### src/rtl/lora_frame_airtime_estimator_unit_assert.svh
`ifndef LORA_FRAME_AIRTIME_ESTIMATOR_UNIT_ASSERT_SVH
`define LORA_FRAME_AIRTIME_ESTIMATOR_UNIT_ASSERT_SVH

// Same-cycle implication, sampled on clk, off while arst_n is low.
`define LFAE_ASSERT_IMP(lbl, ante, cons, msg) \
	lbl: assert property (@(posedge clk) disable iff (!arst_n) (ante) |-> (cons)) else $error(msg);

// Next-cycle implication, sampled on clk, off while arst_n is low.
`define LFAE_ASSERT_NXT(lbl, ante, cons, msg) \
	lbl: assert property (@(posedge clk) disable iff (!arst_n) (ante) |=> (cons)) else $error(msg);

`endif

### src/rtl/lfae_pkg.sv
`default_nettype none

package lfae_pkg;

	localparam logic [1:0] ST_OK       = 2'd0;
	localparam logic [1:0] ST_ZERO_LEN = 2'd1;
	localparam logic [1:0] ST_BAD_FRAG = 2'd2;

	localparam logic [2:0] REG_SF   = 3'd0;
	localparam logic [2:0] REG_BW   = 3'd1;
	localparam logic [2:0] REG_CR   = 3'd2;
	localparam logic [2:0] REG_CRC  = 3'd3;
	localparam logic [2:0] REG_PRE  = 3'd4;
	localparam logic [2:0] REG_FMAX = 3'd5;

	localparam logic [19:0] BW_LDRO_MAX  = 20'd125000;
	localparam logic [8:0]  PKT_OVERHEAD = 9'd13;
	localparam logic [31:0] US_PER_S     = 32'd1000000;
	// ceil(2^41 / 1000): exact floor(v/1000) for v < 2^31
	localparam logic [31:0] MS_RECIP     = 32'd2199023256;
	// 1000 * 2^32: at or above this the packet ms saturates
	localparam logic [41:0] MS_SAT_LIMIT = 42'd4294967296000;

	typedef struct packed {
		logic        ok;
		logic [3:0]  sf;
		logic [3:0]  den;
		logic [16:0] recip;
		logic [3:0]  cr_mul;
		logic [4:0]  crc_bits;
		logic [16:0] pre_sym;
		logic [31:0] sym_us;
	} pkt_cfg_t;

	typedef struct packed {
		logic       vld;
		logic [1:0] st;
		logic [4:0] cnt;
		logic [7:0] mul;
	} side_t;

	// ceil(2^16 / den) for the divisors that can occur
	function automatic logic [16:0] den_recip(input logic [3:0] den);
		unique case (den)
			4'd5:    return 17'd13108;
			4'd6:    return 17'd10923;
			4'd7:    return 17'd9363;
			4'd8:    return 17'd8192;
			4'd9:    return 17'd7282;
			4'd10:   return 17'd6554;
			4'd11:   return 17'd5958;
			4'd12:   return 17'd5462;
			default: return 17'd0;
		endcase
	endfunction

	// six restoring division steps: returns {quotient bits, remainder}
	function automatic logic [13:0] div_step6(input logic [7:0] rem_in,
			input logic [5:0] bits, input logic [7:0] dvs);
		logic [8:0] r;
		logic [5:0] q;
		r = {1'b0, rem_in};
		q = 6'd0;
		for (int i = 5; i >= 0; i--) begin
			r = {r[7:0], bits[i]};
			if (r >= {1'b0, dvs}) begin
				r = r - {1'b0, dvs};
				q[i] = 1'b1;
			end
		end
		return {q, r[7:0]};
	endfunction

endpackage

`default_nettype wire

### src/rtl/lfae_sym_div.sv
`default_nettype none

module lfae_sym_div (
	input  wire logic        clk,
	input  wire logic        arst_n,
	input  wire logic        start,
	input  wire logic [3:0]  sf,
	input  wire logic [19:0] bw,
	output logic             busy,
	output logic [31:0]      sym_us
);
	typedef enum logic [1:0] {S_IDLE, S_LOAD, S_RUN} state_t;

	state_t      state_q;
	logic [20:0] rem_q;
	logic [31:0] quo_q;
	logic [4:0]  cnt_q;
	logic [31:0] sym_q;

	logic [34:0] num_w;
	logic [20:0] rem_sh;
	logic        ge;
	logic [20:0] rem_nx;
	logic [31:0] quo_nx;

	assign num_w  = 35'(lfae_pkg::US_PER_S) << sf;
	assign rem_sh = {rem_q[19:0], quo_q[31]};
	assign ge     = rem_sh >= {1'b0, bw};
	assign rem_nx = ge ? rem_sh - {1'b0, bw} : rem_sh;
	assign quo_nx = {quo_q[30:0], ge};

	always_ff @(posedge clk or negedge arst_n) begin
		if (!arst_n) begin
			state_q <= S_LOAD;
			cnt_q   <= 5'd0;
		end else if (start) begin
			state_q <= S_LOAD;
		end else begin
			unique case (state_q)
				S_IDLE: begin
				end
				S_LOAD: begin
					rem_q   <= 21'd0;
					quo_q   <= num_w[31:0];
					cnt_q   <= 5'd0;
					state_q <= S_RUN;
				end
				S_RUN: begin
					rem_q <= rem_nx;
					quo_q <= quo_nx;
					cnt_q <= cnt_q + 5'd1;
					if (cnt_q == 5'd31) begin
						// round up to whole microseconds
						sym_q   <= quo_nx + 32'(rem_nx != 21'd0);
						state_q <= S_IDLE;
					end
				end
				default: state_q <= S_IDLE;
			endcase
		end
	end

	assign busy   = state_q != S_IDLE;
	assign sym_us = sym_q;

endmodule

`default_nettype wire

### config.mk
export PLATFORM = sky130hd
export DESIGN_NAME = lfae_sym_div
export DESIGN_NICKNAME = d
export VERILOG_FILES = /design/src/rtl/lora_frame_airtime_estimator_unit_assert.svh /design/src/rtl/lfae_pkg.sv /design/src/rtl/lfae_sym_div.sv
export SDC_FILE = /design/constraint.sdc
export NUM_CORES = 1
export LEC_CHECK = 0
export ABC_AREA = 1
export CAP_MARGIN = 10
export CORE_ASPECT_RATIO = 0.6
export CORE_MARGIN = 3
export CORE_UTILIZATION = 50
export DETAILED_ROUTE_END_ITERATION = 12
export DONT_BUFFER_PORTS = 1
export PLACE_DENSITY = 0.75
export SYNTH_ARGS = -nofsm -noshare
export SYNTH_HDL_FRONTEND = slang
export SYNTH_SLANG_ARGS = --single-unit
### constraint.sdc
create_clock -name clk -period 9.4 [get_ports clk]
set_input_delay 1.41 -clock clk [delete_from_list [all_inputs] [get_ports clk]]
set_output_delay 1.41 -clock clk [all_outputs]
set_load 0.005 [all_outputs]
==> impl_metrics.json <==
{
  "synth-seq-cells": 91,
  "r2r_setup_slack_ps": 4770,
  "grt_pass1_vias": 4553,
  "met3_usage_pct": 6.62,
  "crit_path_end_kind": "register",
  "pre_cts_ws_ps": 3820,
  "vias": 4983,
  "multiInputGateArea_mm2": 0.00292,
  "cts_resized": 0,
  "yosysSeqAreaShare_pct": 43.7,
  "critPathRequiredTime_ps": 9500,
  "setup_slack_ps": 4110,
  "power_density_mw_per_mm2": 169,
  "hold_class": "register to register",
  "hold_viol_final": 0,
  "use_met1_pct": 34.4,
  "finalCritPeriodShare_pct": 56.2,
  "die_area_mm2": 0.0138,
  "r2r_cells": 30,
  "max_freq_ghz": 0.189,
  "cpMostUsedCell": "nand2_1",
  "final_util_pct": 56.8,
  "synth_cell_types": 42,
  "fin_nets": 815,
  "p_total_mw": 1.12,
  "grtUsageMet2_pct": 28.6,
  "setup_tns_ps": 0,
  "first_pass_iters": 5,
  "via_per_inst": 5.41,
  "clock_sinks": 91,
  "cts-buffers-inserted": 9,
  "area.sequential_mm2": 0.00270,
  "initial_core_util_pct": 52.9,
  "clock_skew_ps": 6.40,
  "grt_max_degree": 43,
  "fin_hold_ws_ps": 515,
  "wl_per_cell_um": 15.7,
  "htree_levels": 3,
  "yosys_warnings": 0,
  "cts_tree": "done",
  "routed_wl_mm": 14.5,
  "cts_hold_repair.buffers": 0,
  "min_period_ps": 5290,
  "die_x_um": 149,
  "cp_slowest_stage_delay_ps": 360,
  "overflow": 0,
  "crit_type": "primary input to register",
  "fp.dieH_um": 92.0,
  "core-area_mm2": 0.0117,
  "drv_cap": 0,
  "syn_nets": 815,
  "synth_area_mm2": 0.00617,
  "min_from": "cnt_q[4]",
  "gp_congestion": 1.01,
  "drcViolationCount": 0,
  "avgSynthCellArea_um2": 8.16,
  "cts_root_buf": "clkbuf_16",
  "num_rows": 30,
  "ios": 60,
  "path_max_fanout": 23,
  "grt_pass1_wl_mm": 23.5,
  "status": "finished clean",
  "worstPathArrival_ps": 5380,
  "busiest_layer": "met1",
  "reg2reg_from": "rem_q[16]",
  "tightest_slew_ps": 952,
  "cts_buffer_depth": 2,
  "portBuffers": 0,
  "start_kind": "primary input",
  "diodes": 0,
  "clock_latency_ps": 340,
  "async_flop_share_pct": 7.69,
  "syn_to_final_growth_pct": 7.44,
  "setup_viol": 0,
  "leakage_nw": 2.97,
  "postCtsSetupBuffers": 0,
  "r2r_end": "sym_us[28]",
  "maxSlewViolCount": 0,
  "n_fill_cell": 1044,
  "first_iter_violations": 616,
  "relSlewSlack_pct": 36.5,
  "hold_path_depth": 2,
  "dp_hpwl_mm": 11.3,
  "synth_edf_count": 84,
  "synth_ff_type": "edfxtp_1",
  "grt_antenna_before_repair": 0,
  "syn_inst": 756,
  "critPathSlowestCell": "ha_1",
  "layout-drive-gt1-share_pct": 7.62,
  "whs_endpoint": "cnt_q[4]",
  "clk_pin_slew_ps": 60,
  "ant_nets": 0,
  "rsz0062_at_grt": "false",
  "track_usage_pct": 21.6,
  "irDropWorstVdd_mv": 0.104
}
==> final cells by class <==
cell class	instances	share of cell area, %
tap	160	3.02
timing repair buffer	3	0.340
sequential	91	40.7
clock buffer	9	3.40
clock inverter	7	1.13
multi-input combinational	522	44.1
inverter	129	7.30
==> critical path, delay by kind of cell <==
| kind | cells | cell delay [ps] |
|---|---|---|
| xor gates and xnor gates | 1 | 150 |
| adders and majority gates | 3 | 750 |
| and+or+nand+nor | 23 | 2700 |
| buffers and inverters | 4 | 360 |
==> through the flow <==
stage	instances	area [um^2]
4_1_cts	921	6630
6_report	921	6630
2_1_floorplan	756	6170
5_1_grt	921	6630
3_3_place_gp	905	6330
3_5_place_dp	905	6330
==> cells in the mapped netlist, types with 2 or more instances <==
cell type,count,area [um^2]
nor2_2,3,18.8
clkbuf_1,9,33.8
ha_1,31,388
and2_1,2,12.5
nand3b_1,21,158
nand2_1,216,811
nand3_1,29,145
nand2_4,2,22.5
clkinv_1,3,11.3
inv_1,124,465
dfrtp_1,6,150
nor2_4,8,90.1
o21a_1,2,15.0
o21ai_0,21,105
nor3_1,9,45.0
nor2_1,62,233
xor2_1,22,193
nand4_1,8,50.1
xnor2_1,14,123
edfxtp_1,84,2520
nand3_2,6,60.1
a21oi_1,29,145
buf_2,2,10.0
o22ai_1,8,50.1
o221ai_1,7,61.3
nand2_2,11,68.8
inv_2,2,7.51
==> flip-flops by register name, summed over array words and instances, names as in the netlist <==
name	flops
cnt_q	5
quo_q	32
rem_q	20
state_q	2
sym_us	32
==> cell families after synthesis <==
logic type	share of synthesized area [%]
AOI/OAI and AO/OA	6.73
xor gates and xnor gates	5.11
adders and majority gates	6.61
buffers and inverters	9.11
DFF	43.7
and+or+nand+nor	28.7
==> worst max path at each step <==
stage                 end  slack [ps]  startpoint  cells past startpoint
5_1_grt        sym_us[30]        3700      bw[16]                     30
3_5_place_dp   sym_us[30]        3820      bw[16]                     31
2_1_floorplan   sym_us[0]        4290       start                      1
3_3_place_gp   sym_us[28]        4050      bw[16]                     30
6_report       sym_us[28]        4110      bw[16]                     31
4_1_cts        sym_us[28]        4170      bw[16]                     31
==> per-layer routing <==
layer  part of all wire, %  wire length (um)  vias up
li1                      -                 -     2456
met5                     0                 0        -
met1                    50              7180     2272
met2                    39              5640      238
met4                   1.1               165        0
met3                    10              1500       17
==> power by group <==
part           switching (mW)  total, mW  internal, mW
Sequential             0.0213      0.499         0.478
Combinational           0.175      0.259        0.0844
Clock                   0.153      0.360         0.207
==> cells in the final DEF, fill, tap and decap left out, types with 6 or more instances in the layout <==
cell and instances:
dfrtp_1 6, ha_1 31, inv_1 124, edfxtp_1 84
o221ai_1 7, o21ai_0 21, o22ai_1 8, nand3_1 29
xnor2_1 14, nand3b_1 21, nor2_1 61, clkbuf_16 9
nand3_2 6, xor2_1 22, nor2_4 9, nand2_2 11
nand2_1 216, nor3_1 9, nand4_1 8, a21oi_1 29
No activity file was read; power rests on OpenSTA's default activity.
