$ cat src/rtl/lora_frame_airtime_estimator_unit_assert.svh
`ifndef LORA_FRAME_AIRTIME_ESTIMATOR_UNIT_ASSERT_SVH
`define LORA_FRAME_AIRTIME_ESTIMATOR_UNIT_ASSERT_SVH

// Same-cycle implication, sampled on clk, off while arst_n is low.
`define LFAE_ASSERT_IMP(lbl, ante, cons, msg) \
	lbl: assert property (@(posedge clk) disable iff (!arst_n) (ante) |-> (cons)) else $error(msg);

// Next-cycle implication, sampled on clk, off while arst_n is low.
`define LFAE_ASSERT_NXT(lbl, ante, cons, msg) \
	lbl: assert property (@(posedge clk) disable iff (!arst_n) (ante) |=> (cons)) else $error(msg);

`endif

$ cat src/rtl/lfae_pkg.sv
`default_nettype none

package lfae_pkg;

	localparam logic [1:0] ST_OK       = 2'd0;
	localparam logic [1:0] ST_ZERO_LEN = 2'd1;
	localparam logic [1:0] ST_BAD_FRAG = 2'd2;

	localparam logic [2:0] REG_SF   = 3'd0;
	localparam logic [2:0] REG_BW   = 3'd1;
	localparam logic [2:0] REG_CR   = 3'd2;
	localparam logic [2:0] REG_CRC  = 3'd3;
	localparam logic [2:0] REG_PRE  = 3'd4;
	localparam logic [2:0] REG_FMAX = 3'd5;

	localparam logic [19:0] BW_LDRO_MAX  = 20'd125000;
	localparam logic [8:0]  PKT_OVERHEAD = 9'd13;
	localparam logic [31:0] US_PER_S     = 32'd1000000;
	// ceil(2^41 / 1000): exact floor(v/1000) for v < 2^31
	localparam logic [31:0] MS_RECIP     = 32'd2199023256;
	// 1000 * 2^32: at or above this the packet ms saturates
	localparam logic [41:0] MS_SAT_LIMIT = 42'd4294967296000;

	typedef struct packed {
		logic        ok;
		logic [3:0]  sf;
		logic [3:0]  den;
		logic [16:0] recip;
		logic [3:0]  cr_mul;
		logic [4:0]  crc_bits;
		logic [16:0] pre_sym;
		logic [31:0] sym_us;
	} pkt_cfg_t;

	typedef struct packed {
		logic       vld;
		logic [1:0] st;
		logic [4:0] cnt;
		logic [7:0] mul;
	} side_t;

	// ceil(2^16 / den) for the divisors that can occur
	function automatic logic [16:0] den_recip(input logic [3:0] den);
		unique case (den)
			4'd5:    return 17'd13108;
			4'd6:    return 17'd10923;
			4'd7:    return 17'd9363;
			4'd8:    return 17'd8192;
			4'd9:    return 17'd7282;
			4'd10:   return 17'd6554;
			4'd11:   return 17'd5958;
			4'd12:   return 17'd5462;
			default: return 17'd0;
		endcase
	endfunction

	// six restoring division steps: returns {quotient bits, remainder}
	function automatic logic [13:0] div_step6(input logic [7:0] rem_in,
			input logic [5:0] bits, input logic [7:0] dvs);
		logic [8:0] r;
		logic [5:0] q;
		r = {1'b0, rem_in};
		q = 6'd0;
		for (int i = 5; i >= 0; i--) begin
			r = {r[7:0], bits[i]};
			if (r >= {1'b0, dvs}) begin
				r = r - {1'b0, dvs};
				q[i] = 1'b1;
			end
		end
		return {q, r[7:0]};
	endfunction

endpackage

`default_nettype wire

$ cat src/rtl/lfae_pkt_time.sv
`default_nettype none

module lfae_pkt_time (
	input  wire logic                clk,
	input  wire logic                en,
	input  wire logic [8:0]          pkt_len,
	input  wire lfae_pkg::pkt_cfg_t  cfg,
	output logic [31:0]              ms
);
	logic [12:0] term;
	logic [10:0] x_w;
	logic [10:0] xd_w;
	logic [10:0] blocks;
	logic [50:0] tot;
	logic [11:0] q1;
	logic [20:0] r1;

	logic [27:0] prod_s1;
	logic [17:0] n_s2;
	logic [49:0] prod_s3;
	logic [41:0] x_s4;
	logic        sat_s4;
	logic [20:0] hi_s5;
	logic [20:0] lo_s5;
	logic [52:0] ph_s5;
	logic        sat_s5;
	logic [11:0] q1_s6;
	logic [30:0] v2_s6;
	logic        sat_s6;
	logic [62:0] pl_s7;
	logic [11:0] q1_s7;
	logic        sat_s7;
	logic [31:0] ms_s8;

	// payload bits term; positive for every valid sf
	assign term = 13'({pkt_len, 3'b000}) + 13'd28 + 13'(cfg.crc_bits)
		- 13'({cfg.sf, 2'b00});
	assign x_w  = term[12:2] + 11'(|term[1:0]);
	assign xd_w = x_w + 11'(cfg.den) - 11'd1;
	assign blocks = prod_s1[26:16];
	assign tot  = 51'(prod_s3) + 51'(cfg.sym_us[31:2]) + 51'd999;
	assign q1   = ph_s5[52:41];
	// hi - q1*1000 with 1000 = 1024 - 16 - 8
	assign r1   = hi_s5 - (21'(q1) << 10) + (21'(q1) << 4) + (21'(q1) << 3);

	always_ff @(posedge clk) begin
		if (en) begin
			prod_s1 <= 28'(xd_w) * 28'(cfg.recip);
			n_s2    <= 18'(cfg.pre_sym) + 18'd8 + 18'(blocks) * 18'(cfg.cr_mul);
			prod_s3 <= 50'(cfg.sym_us) * 50'(n_s2);
			x_s4    <= tot[41:0];
			sat_s4  <= tot >= 51'(lfae_pkg::MS_SAT_LIMIT);
			hi_s5   <= x_s4[41:21];
			lo_s5   <= x_s4[20:0];
			ph_s5   <= 53'(x_s4[41:21]) * 53'(lfae_pkg::MS_RECIP);
			sat_s5  <= sat_s4;
			q1_s6   <= q1;
			v2_s6   <= {r1[9:0], lo_s5};
			sat_s6  <= sat_s5;
			pl_s7   <= 63'(v2_s6) * 63'(lfae_pkg::MS_RECIP);
			q1_s7   <= q1_s6;
			sat_s7  <= sat_s6;
			if (!cfg.ok)
				ms_s8 <= 32'd0;
			else if (sat_s7)
				ms_s8 <= 32'hFFFF_FFFF;
			else
				ms_s8 <= {q1_s7[10:0], pl_s7[61:41]};
		end
	end

	assign ms = ms_s8;

endmodule

`default_nettype wire

$ cat config.mk
export PLATFORM = sky130hd
export DESIGN_NAME = lfae_pkt_time
export DESIGN_NICKNAME = d
export VERILOG_FILES = /design/src/rtl/lora_frame_airtime_estimator_unit_assert.svh /design/src/rtl/lfae_pkg.sv /design/src/rtl/lfae_pkt_time.sv
export SDC_FILE = /design/constraint.sdc
export NUM_CORES = 2
export LEC_CHECK = 0
export ABC_AREA = 1
export BUFFER_PORTS_ARGS = -buffer_cell sky130_fd_sc_hd__buf_4
export CAP_MARGIN = 20
export CORE_ASPECT_RATIO = 1.4
export CORE_MARGIN = 5
export CORE_UTILIZATION = 55
export DETAILED_ROUTE_END_ITERATION = 7
export GPL_ROUTABILITY_DRIVEN = 1
export PLACE_DENSITY = 0.71
export SYNTH_ARGS = -nofsm -noshare
export SYNTH_HDL_FRONTEND = slang
export SYNTH_SLANG_ARGS = --single-unit
$ cat constraint.sdc
create_clock -name clk -period 9.45 [get_ports clk]
set_input_delay 0.4725 -clock clk [delete_from_list [all_inputs] [get_ports clk]]
set_output_delay 0.4725 -clock clk [all_outputs]
set_load 0.03 [all_outputs]
==> impl_metrics.ini <==
[run_status]
outcome = completed

[sta]
worst_slew_pin_slew_ns = 1.158
grt_setup_unrepaired = false
report.final.slew_viol_count = 0
achievable-frequency_mhz = 118.7
max_slew_margin = 0.2223
whs_ns = 0.1919
period_minus_slack_ns = 8.422
fin_worst_skew_ns = 0.02114
fin_ws_ns = 1.028
finalSetupViolCount = 0
setup_tns_ns = 0
finalCritPeriodShare = 0.8912
timing.final.hold_violations = 0

[die]
placement_rows = 147
ioPinCount = 127
floorplan.initialDensity = 0.5536
die_height_microns = 412.2
fp.dieArea_sq_um = 122500
chipWidth_microns = 297.3
design.core.area_sq_um = 114800

[synthesis]
synth-warning-count = 0
synth-edff-count = 273
syn_avg_cell_area_sq_um = 8.617
netlist-cell-type-count = 54
netlist_area_sq_um = 63540
syn-instance-count = 7373
synth.ff_latch_count = 273
synth_nets = 9510
synth-seq-area-share = 0.1290
postSynth.asyncResetShare = 0
postSynth.topFlopCell = sky130_fd_sc_hd__edfxtp_1

[worst_setup_path]
setup.worst_path.start_class = input pin
worstSetupStartpoint = pkt_len[1]
cp_data_arrival_time_ns = 8.77
endpoint_kind = flop
critical_path.max_fanout = 10
critPathKind = in2reg
worst_r2r_startpoint = v2_s6[11]$_DFFE_PP_
critPathBufInv = 8
critical-path-slowest-cell = sky130_fd_sc_hd__xnor2_1
critical-path-top-cell-by-count = sky130_fd_sc_hd__inv_1
highest_cell_delay_on_the_worst_timing_path_ns = 0.93
worst_ep_required_time_ns = 9.80
cp_top_family = adder cells

[placed_design]
detailed_place_hpwl_microns = 142800
post-place-ws_ns = 0.4293
port-buffer-count = 126
place_congestion = 0.9678

[route]
vias_per_cell = 5.347
detailedRoute.firstIterationViolations = 2586
wl_per_cell_microns = 18.70
drt.antenna.violating_nets = 0
remaining_drc_errors = 0
route.final.wire_length_microns = 166900
drt-pass1-iter-count = 6
via_count = 47710

[clock_tree]
clock_tree.htree_level_count = 1
cts.sinks = 273
clock_latency_on_the_worst_skew_pair_ns = 0.61
clk_path_buf_depth = 3
cts.reportedPaths.clkPinSlew_ns = 0.06
cts-hold-fix-buffers = 0
tritoncts = built
ctsRootBufferMaster = sky130_fd_sc_hd__clkbuf_16
post_cts_resize_count = 0
post_cts.repair.setup_buffers = 0
cts_buffers = 29

[global_route]
grt_remaining_overflow = 0
grt_antenna_before_repair = 3
grt_max_degree = 192
grt_pass1_wl_microns = 272600
grt.total_usage = 0.2783
first_global_vias = 53270

[layout]
nNetsFinal = 9548
final_core_util = 0.5840
multiInputGateArea_sq_um = 47200
regArea_sq_um = 8198
antenna_cells_inserted = 0
filler_cell_count = 10250
relative_area_change_from_synthesis_to_final_layout_pct = 5.484
layout-drive-gt1-share = 0.03793

[hold_path]
holdCritPathClass = in2reg
hp-start = cfg[32]

[flow_run]
max_cap_violations = 0
logic make-up after synthesis:
family,share of synthesized area
flops,0.1290
xor+xnor,0.01900
buf+inv,0.1282
simple gates,0.1393
compound gates,0.05035
fa+ha+maj,0.5341
synth_stat cells (11+ instances only):
| cell type | count | area share |
|---|---|---|
| sky130_fd_sc_hd__o21bai_1 | 27 | 0.0032 |
| sky130_fd_sc_hd__a21o_1 | 36 | 0.0043 |
| sky130_fd_sc_hd__a21oi_1 | 239 | 0.019 |
| sky130_fd_sc_hd__nor3_1 | 37 | 0.0029 |
| sky130_fd_sc_hd__ha_1 | 925 | 0.18 |
| sky130_fd_sc_hd__nor2_1 | 449 | 0.027 |
| sky130_fd_sc_hd__buf_1 | 20 | 0.0012 |
| sky130_fd_sc_hd__edfxtp_1 | 273 | 0.13 |
| sky130_fd_sc_hd__o21ai_0 | 139 | 0.011 |
| sky130_fd_sc_hd__nand4_1 | 38 | 0.0037 |
| sky130_fd_sc_hd__nor4_1 | 16 | 0.0016 |
| sky130_fd_sc_hd__nand2_2 | 11 | 0.0011 |
| sky130_fd_sc_hd__clkbuf_1 | 121 | 0.0071 |
| sky130_fd_sc_hd__xnor2_1 | 39 | 0.0054 |
| sky130_fd_sc_hd__a31oi_1 | 42 | 0.0041 |
| sky130_fd_sc_hd__nand2_1 | 1463 | 0.086 |
| sky130_fd_sc_hd__xor2_1 | 97 | 0.013 |
| sky130_fd_sc_hd__nor2_2 | 12 | 0.0012 |
| sky130_fd_sc_hd__or2_2 | 12 | 0.0012 |
| sky130_fd_sc_hd__nand3_1 | 130 | 0.010 |
| sky130_fd_sc_hd__inv_2 | 15 | 0.00089 |
| sky130_fd_sc_hd__fa_1 | 1117 | 0.35 |
| sky130_fd_sc_hd__inv_1 | 2004 | 0.12 |
cells in the final DEF (no fill, tap or decap), types with 130 or more instances in the layout:
cell type / n
sky130_fd_sc_hd__nand2_1: 1463
sky130_fd_sc_hd__edfxtp_1: 273
sky130_fd_sc_hd__buf_4: 150
sky130_fd_sc_hd__inv_1: 2004
sky130_fd_sc_hd__ha_1: 925
sky130_fd_sc_hd__nand3_1: 130
sky130_fd_sc_hd__a21oi_1: 239
sky130_fd_sc_hd__fa_1: 1117
sky130_fd_sc_hd__nor2_1: 449
sky130_fd_sc_hd__o21ai_0: 139
area by class of cell:
cell class	count	area share
clock buffers	31	0.01094
clock inverters	23	0.003864
inverters	2020	0.1131
multi-input cells	4934	0.7042
flip-flops and latches	273	0.1223
well taps	1490	0.02782
repair buffers	153	0.01774
metal layers:
layer / wire length [microns] / vias up / global-route usage
met5: 27 / - / 0
met4: 8815 / 4 / 0.1214
met3: 6963 / 464 / 0.02490
met2: 88770 / 1326 / 0.5320
met1: 62290 / 23600 / 0.3163
li1: - / 22320 / -
worst paths after layout:
kind | to | slack (ns) | depth (start not counted)
worst max register to register | pl_s7[49]$_DFFE_PP_ | 2.26 | 20
worst max-delay path | prod_s1[24]$_DFFE_PP_ | 1.03 | 37
worst min-delay path | n_s2[0]$_DFFE_PP_ | 0.19 | 2
worst min register to register | v2_s6[20]$_DFFE_PP_ | 0.40 | 0
stage by stage:
step,area [sq um],instances
after global routing,67020,8924
after CTS,66990,8923
after floorplan,63540,7373
final,67020,8924
after global placement,66000,8869
after detailed placement,66000,8869
state kept, by name, indices dropped and copies added (netlist names):
| name | count |
|---|---|
| lo_s5 | 21 |
| v2_s6 | 31 |
| sat_s4 | 1 |
| sat_s7 | 1 |
| x_s4 | 42 |
| q1_s6 | 11 |
| hi_s5 | 10 |
| ms | 32 |
| prod_s3 | 50 |
| prod_s1 | 11 |
| sat_s5 | 1 |
| pl_s7 | 21 |
| q1_s7 | 11 |
| ph_s5 | 11 |
| n_s2 | 18 |
| sat_s6 | 1 |
Power is not shown: default switching activity piles up to over one toggle a cycle in this logic, so the estimate is an artifact.
